File: src/rtl/fssd_pkg.sv
// ----------------------------------------------------------------------------
// fssd_pkg
// Shared types, constants and helper functions for the filament slip and
// stall detector.
// ----------------------------------------------------------------------------
package fssd_pkg;

   // Fixed point position of the length accumulators.
   localparam int LENGTH_FRAC_BITS = 16;

   // Shared arithmetic unit geometry.
   localparam int ALU_W = 80;
   localparam int CNT_W = 7;

   // pi in Q30 and the shift that brings n*d*pi down to the length format.
   localparam logic [31:0] PI_Q = 32'hC90FDAA2;
   localparam int PI_SHIFT = 38 - LENGTH_FRAC_BITS;
   localparam int ARC_VW = 39 + LENGTH_FRAC_BITS;

   // Layer dividend width: 32-bit pulse total times 12-bit filament diameter.
   localparam int LAYER_DW = 44;

   localparam logic [47:0] MAX48 = 48'hFFFF_FFFF_FFFF;
   localparam logic [31:0] MAX32 = 32'hFFFF_FFFF;
   localparam logic [47:0] SLIP_MIN_LEN = 48'(100) << LENGTH_FRAC_BITS;
   localparam logic [13:0] SLIP_SCALE = 14'd10000;

   // Configuration port.
   localparam int CSR_IDX_W = 3;
   localparam int CSR_DATA_W = 20;
   localparam logic [CSR_IDX_W-1:0] CSR_TOLERANCE   = 3'd0;
   localparam logic [CSR_IDX_W-1:0] CSR_TIMEOUT     = 3'd1;
   localparam logic [CSR_IDX_W-1:0] CSR_CORE_DIAM   = 3'd2;
   localparam logic [CSR_IDX_W-1:0] CSR_FIL_DIAM    = 3'd3;
   localparam logic [CSR_IDX_W-1:0] CSR_SPOOL_WIDTH = 3'd4;
   localparam logic [CSR_IDX_W-1:0] CSR_SPOOL_MAG   = 3'd5;
   localparam logic [CSR_IDX_W-1:0] CSR_IDLER_MAG   = 3'd6;
   localparam logic [CSR_IDX_W-1:0] CSR_IDLER_DIAM  = 3'd7;

   // Transaction kinds.
   localparam logic [1:0] KIND_CLEAR = 2'd0;
   localparam logic [1:0] KIND_SPOOL = 2'd1;
   localparam logic [1:0] KIND_IDLER = 2'd2;
   localparam logic [1:0] KIND_CHECK = 2'd3;

   // Status codes.
   localparam logic [1:0] STATUS_NONE  = 2'd0;
   localparam logic [1:0] STATUS_SLIP  = 2'd1;
   localparam logic [1:0] STATUS_STALL = 2'd2;
   localparam logic [1:0] STATUS_BREAK = 2'd3;

   typedef struct packed {
      logic [1:0]  kind;
      logic [15:0] pulse_count;
      logic [15:0] elapsed_ms;
   } req_type;

   typedef struct packed {
      logic [1:0]  status;
      logic [15:0] layer;
   } rsp_type;

   typedef enum logic {
      ALU_MUL,
      ALU_DIV
   } alu_op_type;

   typedef struct packed {
      logic             start;
      alu_op_type       op;
      logic [ALU_W-1:0] opa;
      logic [ALU_W-1:0] opb;
      logic [CNT_W-1:0] count;
   } alu_req_type;

   typedef enum logic [3:0] {
      ST_IDLE,
      ST_LAYER_PF,
      ST_LAYER_MW,
      ST_LAYER_DIV,
      ST_DIAM,
      ST_ARC_ND,
      ST_ARC_PI,
      ST_ARC_DIV,
      ST_EVAL,
      ST_SLIP_D,
      ST_SLIP_T,
      ST_RESULT
   } state_type;

   // Saturating add into a 48-bit length.
   function automatic logic [47:0] sat_add48(input logic [47:0] a, input logic [63:0] inc);
      logic [64:0] sum;
      sum = 65'(a) + 65'(inc);
      return (sum > 65'(MAX48)) ? MAX48 : sum[47:0];
   endfunction

   // Saturating add into a 32-bit counter.
   function automatic logic [31:0] sat_add32(input logic [31:0] a, input logic [31:0] inc);
      logic [32:0] sum;
      sum = 33'(a) + 33'(inc);
      return sum[32] ? MAX32 : sum[31:0];
   endfunction

endpackage

File: src/rtl/filament_slip_stall_detector.sv
// ----------------------------------------------------------------------------
// filament_slip_stall_detector
// Compares the wound length expected from the spool with the length measured
// by the idler wheel and reports slip, stall or break on check transactions.
// ----------------------------------------------------------------------------
// The block handles one transaction at a time and holds req_stall high while
// it works. Every multiply and divide runs on one shared bit-serial unit, so
// the cost is one cycle per multiplier or quotient bit plus the issue of each
// operation. A clear transaction or one with zero pulses is done in the idle
// state. An idler transaction multiplies pulses by wheel diameter and pi and
// divides by the magnet count. A spool transaction first finds the layer and,
// when the layer changes, the new diameter, then runs the same steps. A check
// is judged from the timers, or after two multiplies when the theoretical
// length is over 100 mm, and then holds its result until it is taken.
// ----------------------------------------------------------------------------
module filament_slip_stall_detector import fssd_pkg::*; (
   input  logic                  clock,
   input  logic                  reset,
   input  logic                  req_valid,
   output logic                  req_stall,
   input  req_type               req_payload,
   output logic                  rsp_valid,
   input  logic                  rsp_stall,
   output rsp_type               rsp_payload,
   input  logic                  csr_wr_en,
   input  logic [CSR_IDX_W-1:0]  csr_index,
   input  logic [CSR_DATA_W-1:0] csr_data
);

   // Configuration registers.
   logic [13:0] tol_ff;
   logic [19:0] timeout_ff;
   logic [15:0] core_ff;
   logic [11:0] fil_ff;
   logic [15:0] width_ff;
   logic [7:0]  smag_ff;
   logic [7:0]  imag_ff;
   logic [15:0] idw_ff;

   // Tracking state.
   logic [47:0] meas_ff, meas_in;
   logic [47:0] theo_ff, theo_in;
   logic [31:0] diam_ff, diam_in;
   logic [31:0] ptotal_ff, ptotal_in;
   logic [15:0] layer_ff, layer_in;
   logic [31:0] sidle_ff, sidle_in;
   logic [31:0] iidle_ff, iidle_in;

   // Sequencer.
   state_type   state_ff, state_in;
   logic        issued_ff, issued_in;
   logic        is_idler_ff, is_idler_in;
   logic [1:0]  status_ff, status_in;
   logic [15:0] pulses_ff, pulses_in;
   logic [ALU_W-1:0] s0_ff, s0_in;
   logic [23:0] s1_ff, s1_in;

   alu_req_type      alu_req;
   logic             alu_done;
   logic [ALU_W-1:0] alu_result;

   logic [7:0]  smag_eff, imag_eff;
   logic [31:0] p_sat;
   logic [15:0] q_sat;
   logic [47:0] len_diff;
   logic [1:0]  timer_status;
   logic [31:0] timeout_ext;

   fssd_alu u_alu (
      .clock      (clock),
      .reset      (reset),
      .alu_req    (alu_req),
      .alu_done   (alu_done),
      .alu_result (alu_result)
   );

   // Configuration writes.
   always_ff @(posedge clock) begin
      if (reset) begin
         tol_ff     <= 14'd500;
         timeout_ff <= 20'd5000;
         core_ff    <= 16'd12800;
         fil_ff     <= 12'd448;
         width_ff   <= 16'd16384;
         smag_ff    <= 8'd1;
         imag_ff    <= 8'd1;
         idw_ff     <= 16'd5120;
      end else if (csr_wr_en) begin
         unique case (csr_index)
            CSR_TOLERANCE:   tol_ff     <= csr_data[13:0];
            CSR_TIMEOUT:     timeout_ff <= csr_data[19:0];
            CSR_CORE_DIAM:   core_ff    <= csr_data[15:0];
            CSR_FIL_DIAM:    fil_ff     <= csr_data[11:0];
            CSR_SPOOL_WIDTH: width_ff   <= csr_data[15:0];
            CSR_SPOOL_MAG:   smag_ff    <= csr_data[7:0];
            CSR_IDLER_MAG:   imag_ff    <= csr_data[7:0];
            CSR_IDLER_DIAM:  idw_ff     <= csr_data[15:0];
         endcase
      end
   end

   // A magnet count of zero counts as one.
   assign smag_eff = (smag_ff == 8'd0) ? 8'd1 : smag_ff;
   assign imag_eff = (imag_ff == 8'd0) ? 8'd1 : imag_ff;

   assign p_sat    = sat_add32(ptotal_ff, 32'(req_payload.pulse_count));
   assign q_sat    = (|alu_result[ALU_W-1:16]) ? 16'hFFFF : alu_result[15:0];
   assign len_diff = (theo_ff > meas_ff) ? theo_ff - meas_ff : meas_ff - theo_ff;

   // Stall and break decisions from the idle timers.
   assign timeout_ext = 32'(timeout_ff);
   always_comb begin
      if (iidle_ff > timeout_ext && sidle_ff < timeout_ext) begin
         timer_status = STATUS_STALL;
      end else if (sidle_ff > timeout_ext && iidle_ff < timeout_ext) begin
         timer_status = STATUS_BREAK;
      end else begin
         timer_status = STATUS_NONE;
      end
   end

   // Sequencer: next state, operand selection and state updates.
   always_comb begin
      state_in    = state_ff;
      issued_in   = issued_ff;
      is_idler_in = is_idler_ff;
      status_in   = status_ff;
      pulses_in   = pulses_ff;
      s0_in       = s0_ff;
      s1_in       = s1_ff;
      meas_in     = meas_ff;
      theo_in     = theo_ff;
      diam_in     = diam_ff;
      ptotal_in   = ptotal_ff;
      layer_in    = layer_ff;
      sidle_in    = sidle_ff;
      iidle_in    = iidle_ff;
      alu_req     = '0;
      req_stall   = (state_ff != ST_IDLE);
      rsp_valid   = (state_ff == ST_RESULT);

      unique case (state_ff)
         ST_IDLE: begin
            if (req_valid) begin
               unique case (req_payload.kind)
                  KIND_CLEAR: begin
                     meas_in   = '0;
                     theo_in   = '0;
                     diam_in   = 32'(core_ff);
                     ptotal_in = '0;
                     layer_in  = '0;
                     sidle_in  = '0;
                     iidle_in  = '0;
                  end
                  KIND_SPOOL: begin
                     if (req_payload.pulse_count != 16'd0) begin
                        sidle_in    = '0;
                        ptotal_in   = p_sat;
                        pulses_in   = req_payload.pulse_count;
                        is_idler_in = 1'b0;
                        if (fil_ff == 12'd0) begin
                           // No filament diameter: the layer is taken as zero.
                           if (layer_ff != 16'd0) begin
                              layer_in = '0;
                              diam_in  = 32'(core_ff);
                           end
                           state_in = ST_ARC_ND;
                        end else if (width_ff >= 16'(fil_ff)) begin
                           state_in = ST_LAYER_PF;
                        end else begin
                           s0_in    = ALU_W'(p_sat);
                           s1_in    = 24'(smag_eff);
                           state_in = ST_LAYER_DIV;
                        end
                     end
                  end
                  KIND_IDLER: begin
                     if (req_payload.pulse_count != 16'd0) begin
                        iidle_in    = '0;
                        pulses_in   = req_payload.pulse_count;
                        is_idler_in = 1'b1;
                        state_in    = ST_ARC_ND;
                     end
                  end
                  KIND_CHECK: begin
                     sidle_in = sat_add32(sidle_ff, 32'(req_payload.elapsed_ms));
                     iidle_in = sat_add32(iidle_ff, 32'(req_payload.elapsed_ms));
                     state_in = ST_EVAL;
                  end
               endcase
            end
         end

         // Pulse total times filament diameter.
         ST_LAYER_PF: begin
            alu_req.op    = ALU_MUL;
            alu_req.opa   = ALU_W'(ptotal_ff);
            alu_req.opb   = ALU_W'(fil_ff);
            alu_req.count = CNT_W'(12);
            if (!issued_ff) begin
               alu_req.start = 1'b1;
               issued_in     = 1'b1;
            end else if (alu_done) begin
               s0_in     = alu_result;
               issued_in = 1'b0;
               state_in  = ST_LAYER_MW;
            end
         end

         // Magnet count times spool width.
         ST_LAYER_MW: begin
            alu_req.op    = ALU_MUL;
            alu_req.opa   = ALU_W'(width_ff);
            alu_req.opb   = ALU_W'(smag_eff);
            alu_req.count = CNT_W'(8);
            if (!issued_ff) begin
               alu_req.start = 1'b1;
               issued_in     = 1'b1;
            end else if (alu_done) begin
               s1_in     = alu_result[23:0];
               issued_in = 1'b0;
               state_in  = ST_LAYER_DIV;
            end
         end

         // Layer quotient; a new layer moves the effective diameter.
         ST_LAYER_DIV: begin
            alu_req.op    = ALU_DIV;
            alu_req.opa   = ALU_W'(s1_ff);
            alu_req.opb   = {s0_ff[LAYER_DW-1:0], (ALU_W-LAYER_DW)'(0)};
            alu_req.count = CNT_W'(LAYER_DW);
            if (!issued_ff) begin
               alu_req.start = 1'b1;
               issued_in     = 1'b1;
            end else if (alu_done) begin
               issued_in = 1'b0;
               if (q_sat != layer_ff) begin
                  layer_in = q_sat;
                  state_in = ST_DIAM;
               end else begin
                  state_in = ST_ARC_ND;
               end
            end
         end

         // Diameter is core plus two filament diameters per layer.
         ST_DIAM: begin
            alu_req.op    = ALU_MUL;
            alu_req.opa   = ALU_W'(layer_ff);
            alu_req.opb   = ALU_W'(fil_ff);
            alu_req.count = CNT_W'(12);
            if (!issued_ff) begin
               alu_req.start = 1'b1;
               issued_in     = 1'b1;
            end else if (alu_done) begin
               diam_in   = 32'(core_ff) + {alu_result[30:0], 1'b0};
               issued_in = 1'b0;
               state_in  = ST_ARC_ND;
            end
         end

         // Pulses times wheel or spool diameter.
         ST_ARC_ND: begin
            alu_req.op    = ALU_MUL;
            alu_req.opa   = is_idler_ff ? ALU_W'(idw_ff) : ALU_W'(diam_ff);
            alu_req.opb   = ALU_W'(pulses_ff);
            alu_req.count = CNT_W'(16);
            if (!issued_ff) begin
               alu_req.start = 1'b1;
               issued_in     = 1'b1;
            end else if (alu_done) begin
               s0_in     = alu_result;
               issued_in = 1'b0;
               state_in  = ST_ARC_PI;
            end
         end

         // Times pi, scaled down to the length format.
         ST_ARC_PI: begin
            alu_req.op    = ALU_MUL;
            alu_req.opa   = s0_ff;
            alu_req.opb   = ALU_W'(PI_Q);
            alu_req.count = CNT_W'(32);
            if (!issued_ff) begin
               alu_req.start = 1'b1;
               issued_in     = 1'b1;
            end else if (alu_done) begin
               s0_in     = ALU_W'(alu_result[PI_SHIFT +: ARC_VW]);
               issued_in = 1'b0;
               state_in  = ST_ARC_DIV;
            end
         end

         // Divide by the magnet count and accumulate the length.
         ST_ARC_DIV: begin
            alu_req.op    = ALU_DIV;
            alu_req.opa   = is_idler_ff ? ALU_W'(imag_eff) : ALU_W'(smag_eff);
            alu_req.opb   = {s0_ff[ARC_VW-1:0], (ALU_W-ARC_VW)'(0)};
            alu_req.count = CNT_W'(ARC_VW);
            if (!issued_ff) begin
               alu_req.start = 1'b1;
               issued_in     = 1'b1;
            end else if (alu_done) begin
               if (is_idler_ff) begin
                  meas_in = sat_add48(meas_ff, alu_result[63:0]);
               end else begin
                  theo_in = sat_add48(theo_ff, alu_result[63:0]);
               end
               issued_in = 1'b0;
               state_in  = ST_IDLE;
            end
         end

         // Slip is only judged past the minimum length.
         ST_EVAL: begin
            if (theo_ff > SLIP_MIN_LEN) begin
               state_in = ST_SLIP_D;
            end else begin
               status_in = timer_status;
               state_in  = ST_RESULT;
            end
         end

         // Length deviation scaled to hundredths of a percent.
         ST_SLIP_D: begin
            alu_req.op    = ALU_MUL;
            alu_req.opa   = ALU_W'(len_diff);
            alu_req.opb   = ALU_W'(SLIP_SCALE);
            alu_req.count = CNT_W'(14);
            if (!issued_ff) begin
               alu_req.start = 1'b1;
               issued_in     = 1'b1;
            end else if (alu_done) begin
               s0_in     = alu_result;
               issued_in = 1'b0;
               state_in  = ST_SLIP_T;
            end
         end

         // Tolerance times theoretical length, then the comparison.
         ST_SLIP_T: begin
            alu_req.op    = ALU_MUL;
            alu_req.opa   = ALU_W'(theo_ff);
            alu_req.opb   = ALU_W'(tol_ff);
            alu_req.count = CNT_W'(14);
            if (!issued_ff) begin
               alu_req.start = 1'b1;
               issued_in     = 1'b1;
            end else if (alu_done) begin
               status_in = (s0_ff > alu_result) ? STATUS_SLIP : timer_status;
               issued_in = 1'b0;
               state_in  = ST_RESULT;
            end
         end

         // Hold the result transaction until it is taken.
         ST_RESULT: begin
            if (!rsp_stall) begin
               state_in = ST_IDLE;
            end
         end

         default: begin
            state_in = ST_IDLE;
         end
      endcase
   end

   always_ff @(posedge clock) begin
      if (reset) begin
         state_ff    <= ST_IDLE;
         issued_ff   <= 1'b0;
         is_idler_ff <= 1'b0;
         status_ff   <= STATUS_NONE;
         meas_ff     <= '0;
         theo_ff     <= '0;
         diam_ff     <= 32'd12800;
         ptotal_ff   <= '0;
         layer_ff    <= '0;
         sidle_ff    <= '0;
         iidle_ff    <= '0;
      end else begin
         state_ff    <= state_in;
         issued_ff   <= issued_in;
         is_idler_ff <= is_idler_in;
         status_ff   <= status_in;
         meas_ff     <= meas_in;
         theo_ff     <= theo_in;
         diam_ff     <= diam_in;
         ptotal_ff   <= ptotal_in;
         layer_ff    <= layer_in;
         sidle_ff    <= sidle_in;
         iidle_ff    <= iidle_in;
      end
   end

   always_ff @(posedge clock) begin
      pulses_ff <= pulses_in;
      s0_ff     <= s0_in;
      s1_ff     <= s1_in;
   end

   assign rsp_payload.status = status_ff;
   assign rsp_payload.layer  = layer_ff;

endmodule

File: src/rtl/fssd_alu.sv
// ----------------------------------------------------------------------------
// fssd_alu
// Shared bit-serial multiply and restoring divide unit. One 80-bit adder is
// reused every cycle; a multiply takes one cycle per multiplier bit and a
// divide one cycle per quotient bit.
// ----------------------------------------------------------------------------
module fssd_alu import fssd_pkg::*; (
   input  logic             clock,
   input  logic             reset,
   input  alu_req_type      alu_req,
   output logic             alu_done,
   output logic [ALU_W-1:0] alu_result
);

   logic [ALU_W-1:0] acc_ff, acc_in;
   logic [ALU_W-1:0] a_ff, a_in;
   logic [ALU_W-1:0] b_ff, b_in;
   logic [CNT_W-1:0] cnt_ff, cnt_in;
   logic             busy_ff, busy_in;
   logic             done_ff, done_in;
   alu_op_type       op_ff, op_in;

   logic [ALU_W-1:0] add_x, add_y;
   logic             add_cin;
   logic [ALU_W:0]   add_sum;

   // The one adder: accumulate for multiply, trial subtract for divide.
   always_comb begin
      if (op_ff == ALU_DIV) begin
         add_x   = {acc_ff[ALU_W-2:0], b_ff[ALU_W-1]};
         add_y   = ~a_ff;
         add_cin = 1'b1;
      end else begin
         add_x   = acc_ff;
         add_y   = a_ff;
         add_cin = 1'b0;
      end
      add_sum = {1'b0, add_x} + {1'b0, add_y} + (ALU_W+1)'(add_cin);
   end

   // Iteration control.
   always_comb begin
      acc_in  = acc_ff;
      a_in    = a_ff;
      b_in    = b_ff;
      cnt_in  = cnt_ff;
      busy_in = busy_ff;
      op_in   = op_ff;
      done_in = 1'b0;
      if (alu_req.start) begin
         acc_in  = '0;
         a_in    = alu_req.opa;
         b_in    = alu_req.opb;
         cnt_in  = alu_req.count;
         op_in   = alu_req.op;
         busy_in = 1'b1;
      end else if (busy_ff) begin
         if (op_ff == ALU_DIV) begin
            // A carry out means the trial subtraction did not borrow.
            acc_in = add_sum[ALU_W] ? add_sum[ALU_W-1:0] : add_x;
            b_in   = {b_ff[ALU_W-2:0], add_sum[ALU_W]};
         end else begin
            if (b_ff[0]) begin
               acc_in = add_sum[ALU_W-1:0];
            end
            a_in = {a_ff[ALU_W-2:0], 1'b0};
            b_in = {1'b0, b_ff[ALU_W-1:1]};
         end
         cnt_in = cnt_ff - CNT_W'(1);
         if (cnt_ff == CNT_W'(1)) begin
            busy_in = 1'b0;
            done_in = 1'b1;
         end
      end
   end

   always_ff @(posedge clock) begin
      if (reset) begin
         busy_ff <= 1'b0;
         done_ff <= 1'b0;
         op_ff   <= ALU_MUL;
         cnt_ff  <= '0;
      end else begin
         busy_ff <= busy_in;
         done_ff <= done_in;
         op_ff   <= op_in;
         cnt_ff  <= cnt_in;
      end
   end

   always_ff @(posedge clock) begin
      acc_ff <= acc_in;
      a_ff   <= a_in;
      b_ff   <= b_in;
   end

   // The quotient collects in the low bits of the dividend register.
   assign alu_done   = done_ff;
   assign alu_result = (op_ff == ALU_DIV) ? b_ff : acc_ff;

endmodule

File: config.mk
export PLATFORM = sky130hd
export DESIGN_NAME = filament_slip_stall_detector
export DESIGN_NICKNAME = d
export VERILOG_FILES = /design/src/rtl/fssd_pkg.sv /design/src/rtl/filament_slip_stall_detector.sv /design/src/rtl/fssd_alu.sv
export SDC_FILE = /design/constraint.sdc
export NUM_CORES = 2
export LEC_CHECK = 0
export ABC_CLOCK_PERIOD_IN_PS = 8900
export BUFFER_PORTS_ARGS = -buffer_cell sky130_fd_sc_hd__buf_2
export CORE_MARGIN = 1.5
export CORE_UTILIZATION = 40
export CTS_BUF_LIST = sky130_fd_sc_hd__clkbuf_8 sky130_fd_sc_hd__clkbuf_16
export CTS_CLUSTER_DIAMETER = 40
export DETAILED_ROUTE_END_ITERATION = 7
export PLACE_DENSITY_LB_ADDON = 0.25
export SYNTH_ARGS = -nofsm -noshare
export SYNTH_HDL_FRONTEND = slang
export SYNTH_SLANG_ARGS = --single-unit
File: constraint.sdc
create_clock -name clock -period 8.9 [get_ports clock]
set_input_delay 0.445 -clock clock [delete_from_list [all_inputs] [get_ports clock]]
set_output_delay 0.445 -clock clock [all_outputs]
set_load 0.03 [all_outputs]
==> impl_results.md <==
* Status: complete, but fails checks
* Failing checks: design-rule violations
* Layout cells sized above 1 at 8.687%
* Initial core utilization at 40.23%
* Clk_lat worst skew at 0.79 ns
* CTS max path bufs at 3
* Arrival time worst endpoint at 7.78 ns
* Clock buffer count from CTS at 133
* Final worst-path cycle share at 80.38%
* Worst hold-check path type: in2reg
* Area Growth Syn to Fin at 11.64%
* Yosys top cell by area: dfxtp_1
* FMAX at 0.1398 GHz
* Max stage delay on crit path at 0.82 ns
* Pleak at 26.30 nW
* #FFs+latches synth at 728
* DRC at 2
* Worst-Margin Slew at 1.275 ns
* Yosys top cell area share at 15.31%
* Crit path buffers/inverters at 3
* CP Class: reg2reg
* Cell Chain, Critical Path: inv_2 > nand2_1 > and2_1 > inv_1 > ha_1 > a211oi_1 > o21ai_0 > o211ai_1 > a21oi_1 > nor3_1 > o21ai_0 > a2111oi_0 > a311oi_1 > a211oi_4 > buf_4 > and2_1 > a211oi_1
* CTS root buf: clkbuf_16
* Sequential area share after synthesis at 29.67%
* Share of flip-flops with an asynchronous set or reset at 0%
* Final WL at 249600 um
* WL per Instance at 27.08 um
* Slew Limit Headroom at 15.01%
* Vias in the first global route at 54580
* Power Dens Cells at 311.8 mW/mm2
* CTS tree: done
* Post-CTS Hold Buffers at 22
* Syn Inst Count at 7320
* Routability cong. at 1.000
* First-pass GRT wire length at 362400 um
* Ys flop type: dfxtp_1
* Peak VDD IR at 285.2 uV
* Tot GR Track Use at 32.45%
* Syn_nets at 7863
* Drt first-iter violations at 7140
* DR vias at 58670
* Crit path max-delay cell type: nor3_1
* CP delay by family, top: compound AO/OA/AOI/OAI gates
* Fin crit period at 7.154 ns
* Fin. max-slew vios at 0
* Post-CTS setup buffer count at 0
* Post-DP HPWL at 191300 um
* I/O Pins at 82
* Die X at 385.6 um
* Setup violations, final at 0
* EDFF count, synth at 280
* Cell Area, Synth at 0.05856 mm2
* Global route overflow at 0
* Rows at 140
* ANT nets after route at 0
* Setup crit end kind: flip-flop
* Most instantiated cells after synthesis: nand2_1 (908), a21oi_1 (723), nor2_1 (532), o21ai_0 (484), ha_1 (472)
* Final #Nets at 7733
* Setup crit start kind: flip-flop
* IO Port Bufs at 81
* CTS clk-pin slew, worst paths at 0.06 ns
* Final setup skew at 0.06226 ns
* Pin count of the biggest net entering global routing at 157
* Area contributors post-synth: dfxtp_1 (15%), edfxtp_1 (14%), ha_1 (10%)
* Synth warnings at 0
* Initial antenna violation count at 7
* Die area at 0.1487 mm2
* Max-cap violation count at 0
* RSZ-0062 raised after global routing: no
* Final hold vios at 0
* Pwr Total at 20.39 mW
* CP required at 9.52 ns
* Die Y at 385.6 um
* Core ar. at 0.1456 mm2
* Cell variety after synth at 100
* Drt pass-1 iters at 8
* Via density at 6.365
* Most frequent cell after synthesis: nand2_1
* Post-CTS sizing at 0
* Largest fanout on the critical path at 47
* Total negative setup slack at 0 ns
* Mean area per synthesized cell at 8.000 um2
* CTS H-tree lvls at 4
* Clock sinks at 728
metal layers:
layer / wire length [um] / vias to the layer above / global-route usage [%]
met2: 110200 / 2949 / 50.58
met5: 46 / - / 0
met1: 101500 / 28200 / 41.76
met4: 15960 / 6 / 18.71
li1: - / 26870 / -
met3: 21910 / 649 / 6.236
registers in the layout, summed over array words and instances, names as in the netlist, 16 cells and up:
signal and count:
s0_ff 80, u_alu.acc_ff 80, meas_ff 48, layer_ff 16, timeout_ff 20, idw_ff 16
sidle_ff 32, ptotal_ff 32, core_ff 16, u_alu.b_ff 80, pulses_ff 16, width_ff 16
s1_ff 24, theo_ff 48, u_alu.a_ff 80, iidle_ff 32, diam_ff 32
through the flow:
| step | std cells | hold WS, ns | instance area [um2] | setup WS, ns | util, % |
|---|---|---|---|---|---|
| after global routing | 9216 | 0.01963 | 65380 | 1.223 | 44.91 |
| after detailed placement | 8950 | 0.4476 | 60500 | 2.017 | 41.56 |
| after global placement | 8950 | 0.4381 | 60500 | 2.155 | 41.56 |
| after CTS | 9215 | 0.001773 | 65370 | 1.950 | 44.91 |
| after floorplan | 7320 | 0.4313 | 58560 | 0.2079 | - |
| final | 9218 | 0.04936 | 65380 | 1.746 | 44.91 |
cell families (layout without fill, tap and decap cells):
kind of cell,Yosys count,after routing,synth area share (%)
multiplexers,236,236,4.237
AO/OA/AOI/OAI,2413,2413,26.84
buffers and inverters,784,762,5.322
AND/OR/NAND/NOR,2322,2322,18.21
adder cells (fa/ha/maj),481,481,10.39
flip-flops,728,728,29.67
XOR/XNOR,356,356,5.324
other,0,3,0
where the power goes:
| part | switching (mW) | internal [mW] | total, mW |
|---|---|---|---|
| Clock | 2.09 | 3.24 | 5.33 |
| Combinational | 6.13 | 2.99 | 9.13 |
| Sequential | 1.20 | 4.73 | 5.93 |
worst register-to-register path, delay by kind of cell, from the launching register on:
kind            cells  cell delay, ns
compound gates      9            2.61
buf+inv             3            1.24
fa+ha+maj           1            0.36
flops               1            0.77
simple gates        4            2.03
final cells by class:
cell class,instances,area (um2)
fill,14450,80180
antenna,3,7.507
tap,1917,2399
clock inverter,100,1165
sequential,728,17390
clock buffer,143,3488
timing repair buffer,212,1513
inverter,307,1152
multi-input combinational,5808,38270
cell usage in the layout, fill, tap and decap left out, types with 39 or more instances in the layout:
| cell | n |
|---|---|
| nor4_1 | 81 |
| xor2_1 | 189 |
| nand2_1 | 906 |
| xnor2_1 | 167 |
| mux2_2 | 89 |
| mux2i_1 | 144 |
| buf_4 | 104 |
| nand3_1 | 191 |
| o21ai_0 | 480 |
| nor3_1 | 129 |
| o211ai_1 | 76 |
| nand2b_1 | 44 |
| and2_1 | 49 |
| clkbuf_16 | 135 |
| a211oi_1 | 76 |
| and3_1 | 67 |
| a221o_1 | 61 |
| o21bai_1 | 52 |
| edfxtp_1 | 280 |
| a221oi_1 | 43 |
| a21oi_1 | 721 |
| o31ai_1 | 39 |
| a21o_1 | 208 |
| ha_1 | 472 |
| a22o_1 | 59 |
| buf_2 | 80 |
| dfxtp_1 | 445 |
| a31oi_1 | 96 |
| nor2b_1 | 61 |
| a222oi_1 | 42 |
| inv_1 | 312 |
| a311oi_1 | 49 |
| nand4_1 | 127 |
| o22ai_1 | 49 |
| nor2_1 | 523 |
| o21a_1 | 61 |
final timing paths:
path                            slack [ns]         from  cells past startpoint     endpoint
worst min register to register        0.45   core_ff[0]                      2   core_ff[0]
worst max register to register        1.75  u_alu.op_ff                     17  theo_ff[30]
worst max-delay path                  1.75  u_alu.op_ff                     17  theo_ff[30]
worst min-delay path                  0.05  csr_data[0]                      3    tol_ff[0]
(Power assumes the default switching activity.)
